## src/rtl/rc4_ram.sv

```systemverilog
// ----------------------------------------------------------------------------
// rc4_ram
// Generic single write port, single read port RAM with registered read.
// ----------------------------------------------------------------------------
module rc4_ram #(
    parameter  int WIDTH  = 8,
    parameter  int DEPTH  = 256,
    localparam int ADDR_W = (DEPTH > 1) ? $clog2(DEPTH) : 1
) (
    input  logic              clk,
    input  logic              we,
    input  logic [ADDR_W-1:0] waddr,
    input  logic [WIDTH-1:0]  wdata,
    input  logic              re,
    input  logic [ADDR_W-1:0] raddr,
    output logic [WIDTH-1:0]  rdata
);

    logic [WIDTH-1:0] mem [DEPTH];
    logic [WIDTH-1:0] rdata_reg;

    // read-first: a read at the written address returns the old entry
    always_ff @(posedge clk)
    begin
        if (we)
        begin
            mem[waddr] <= wdata;
        end
        if (re)
        begin
            rdata_reg <= mem[raddr];
        end
    end

    assign rdata = rdata_reg;

endmodule

```

## config.mk

```make
export PLATFORM = sky130hd
export DESIGN_NAME = rc4_ram
export DESIGN_NICKNAME = d
export VERILOG_FILES = /design/src/rtl/rc4_ram.sv
export SDC_FILE = /design/constraint.sdc
export NUM_CORES = 2
export LEC_CHECK = 0
export ABC_AREA = 1
export BUFFER_PORTS_ARGS = -buffer_cell sky130_fd_sc_hd__buf_2
export CAP_MARGIN = 25
export CORE_MARGIN = 1
export CORE_UTILIZATION = 57
export CTS_CLUSTER_DIAMETER = 150
export DETAILED_ROUTE_END_ITERATION = 12
export PLACE_DENSITY_LB_ADDON = 0.3
export SLEW_MARGIN = 30
export SYNTH_ARGS = -nofsm -noshare
export SYNTH_HDL_FRONTEND = slang
export SYNTH_SLANG_ARGS = --single-unit
```

## constraint.sdc

```tcl
create_clock -name clk -period 1.7 [get_ports clk]
set_input_delay 0.17 -clock clk [delete_from_list [all_inputs] [get_ports clk]]
set_output_delay 0.17 -clock clk [all_outputs]
set_load 0.05 [all_outputs]
```

==> metrics <==
final wirelength=237500 um; Worst-Margin Slew=0.7456 ns; top-level port count=35; TritonCTS clock tree=built; commonest non-fill, non-tap cell in the layout=sky130_fd_sc_hd__nand2_1; max-capacitance violation count=0; Worst Hold Class=in2reg; count of synthesis-stage warnings from yosys=0; area share of fa/ha/maj cells after synthesis=0; clock transition at the registers of the reported paths=0.06 ns; total setup buffers inserted after CTS=0; number of flip-flops and latches in the synthesized netlist=2056; worst-case clock buffer depth=3; cell-by-cell trace of the critical path=buf_6; worst path setup slack after routing=-0.03467 ns; number of DRC markers after the initial detailed-route iteration=7614; number of cells produced by synthesis=7003; mux share of post-synthesis cell area=0; category of the most critical setup path=reg2out; count of final max-slew check failures=0; overall die area=148000 um2; longest individual stage delay on the worst path=0.51 ns; number of placement rows=140; global-route total usage across every layer=0.3205; final critical delay including setup and external delays=1.735 ns; CTS Sinks=2056; crit path DAT=1.56 ns; root buffer selected by CTS=sky130_fd_sc_hd__clkbuf_16; maximum resistive drop on vdd=0.9294 mV; dominant combinational cell family by area after synthesis=simple AND/OR/NAND/NOR gates; library cells used by synthesis=13; Syn Std Cell Area=83480 um2; DR vias=59.00k; number of filler instances in the final layout=9660; top cells by area in the synthesized netlist=sky130_fd_sc_hd__edfxtp_1 74%, sky130_fd_sc_hd__nand3_1 12%, sky130_fd_sc_hd__nand2_1 9.5%; DP Wirelength=147400 um; commonest cells after routing, fill and taps aside=2109 x sky130_fd_sc_hd__nand2_1, 2056 x sky130_fd_sc_hd__edfxtp_1, 1758 x sky130_fd_sc_hd__nand3_1, 592 x sky130_fd_sc_hd__buf_4, 283 x sky130_fd_sc_hd__nor2_1; Syn Nets=7030; antenna-violating nets left=0; initial cell density of the core=0.5735; deepest level of the CTS H-tree=4; Max Clk Rate=576.5 MHz; Setup Total Neg Slack=-0.05378 ns; Layout Cell Area excl Fill=99840 um2; maximum clock skew at final layout=0.04488 ns; global-route wire length before repair=351400 um; final RePlAce weighted congestion=0.9533; instance area after placement=91360 um2; run status=finished, violations left; post-DR wirelength/cell=24.72 um; Fin. Hold Viols=0; RSZ-0062 raised after global routing=true; PD cells=1088 nW/um2; drc violations=0; post-synthesis share of cell area spent on xor and xnor gates=0; clk_lat worst skew=0.86 ns; number of flip-flops in the largest register=2048; total overflow reported by the global router=0; library cell occupying the most area in the post-synthesis netlist=sky130_fd_sc_hd__edfxtp_1; category of cells accounting for the largest share of critical-path delay=flip-flops; Worst setup SP type=flop; Nets=7545; first drt pass iteration count=7; fraction of layout instances using a drive strength above 1=0.1755; count of final setup violators=2; sequential cell area fraction in the yosys report=0.7396; standby leakage power=0.03612 uW; Die Width=384.7 um; CTS Buf Count=201; via count of the first global-routing pass=56.40k; maximum number of pins on one net before global-route repair=93; count of buffers from port buffering=34; slowest stage cell, crit path=sky130_fd_sc_hd__edfxtp_1; DP Worst Slack=-0.8894 ns; initial antenna violation count=5; CP Data Required Time=1.53 ns; post-synthesis share of cell area spent on and, or, nand and nor gates=0.2292; Slew Limit Headroom=0.5024; share of Yosys cell area claimed by the top area cell type=0.7396; compound-cell area share of the yosys netlist=0; Core Box Area=145600 um2; layout-stage area growth over the synthesis result=19.61%; worst-path fanout max=1; Synth Area per Inst=11.92 um2; endpoint kind of the worst setup timing path=primary output; height of the chip=384.7 um; violated checks=setup timing; final cycle utilization of the critical path=1.020; worst path bufs/invs=1; post-layout utilization of the core=0.6859; via-per-instance ratio=6.140
==> final timing paths <==
path	from	cells past startpoint	slack, ns	end
worst max-delay path	rdata[2]	1	-0.03	rdata[2]
worst min-delay path	waddr[2]	7	0.17	mem[201][6]
worst min register to register	mem[142][7]	10	1.08	rdata[7]
worst max register to register	mem[82][7]	10	0	rdata[7]
==> layer usage <==
layer,GRT usage,share of wire,vias to the layer above
li1,-,-,25936
met1,0.4441,0.37,28623
met2,0.4999,0.47,3827
met3,0.06586,0.12,612
met4,0.1284,0.040,6
met5,0,0.00021,-
==> cell families after synthesis <==
family | count (synthesis)
buffers and inverters | 522
AND/OR/NAND/NOR | 4425
flip-flops | 2056
==> cells in the mapped netlist (all sizes together) <==
master and count:
edfxtp 2056, inv 39, nand3 2019, nor2 283, clkbuf 112, nand2 2123
buf 371
==> layout make-up <==
cell class,count,area (um2),area share
timing repair buffer,795,8038,0.08050
clock inverter,131,1319,0.01321
sequential,2056,61740,0.6184
tap,1917,2399,0.02402
clock buffer,242,5269,0.05277
antenna,4,10.01,0.0001003
multi-input combinational,4425,20890,0.2092
inverter,39,180.2,0.001805
==> power by group <==
| part | total (uW) | leakage [uW] | switching, uW | internal (uW) |
|---|---|---|---|---|
| sequential | 55900 | 0.0185 | 45.8 | 55900 |
| clock | 44600 | 0.00320 | 19100 | 25600 |
| combinational | 8080 | 0.0144 | 5550 | 2540 |
==> timing repair <==
| item | in CTS | in global routing |
|---|---|---|
| pin swaps | 10 | 73 |
| setup endpoints to repair | 12 | 12 |
| resized for setup | 124 | 215 |
| hold buffers | 11 | 0 |
| endpoints found under the hold margin | 1548 | 0 |
==> through the flow <==
step	instances	hold slack, ns	power, uW
after floorplan	7003	0.2689	60530
after global placement	9221	0.5277	64170
after detailed placement	9221	0.5265	64320
after CTS	9605	0.09825	108400
after global routing	9605	0.1689	111300
final	9609	0.1675	108700
No activity file was read; power rests on OpenSTA's default activity.
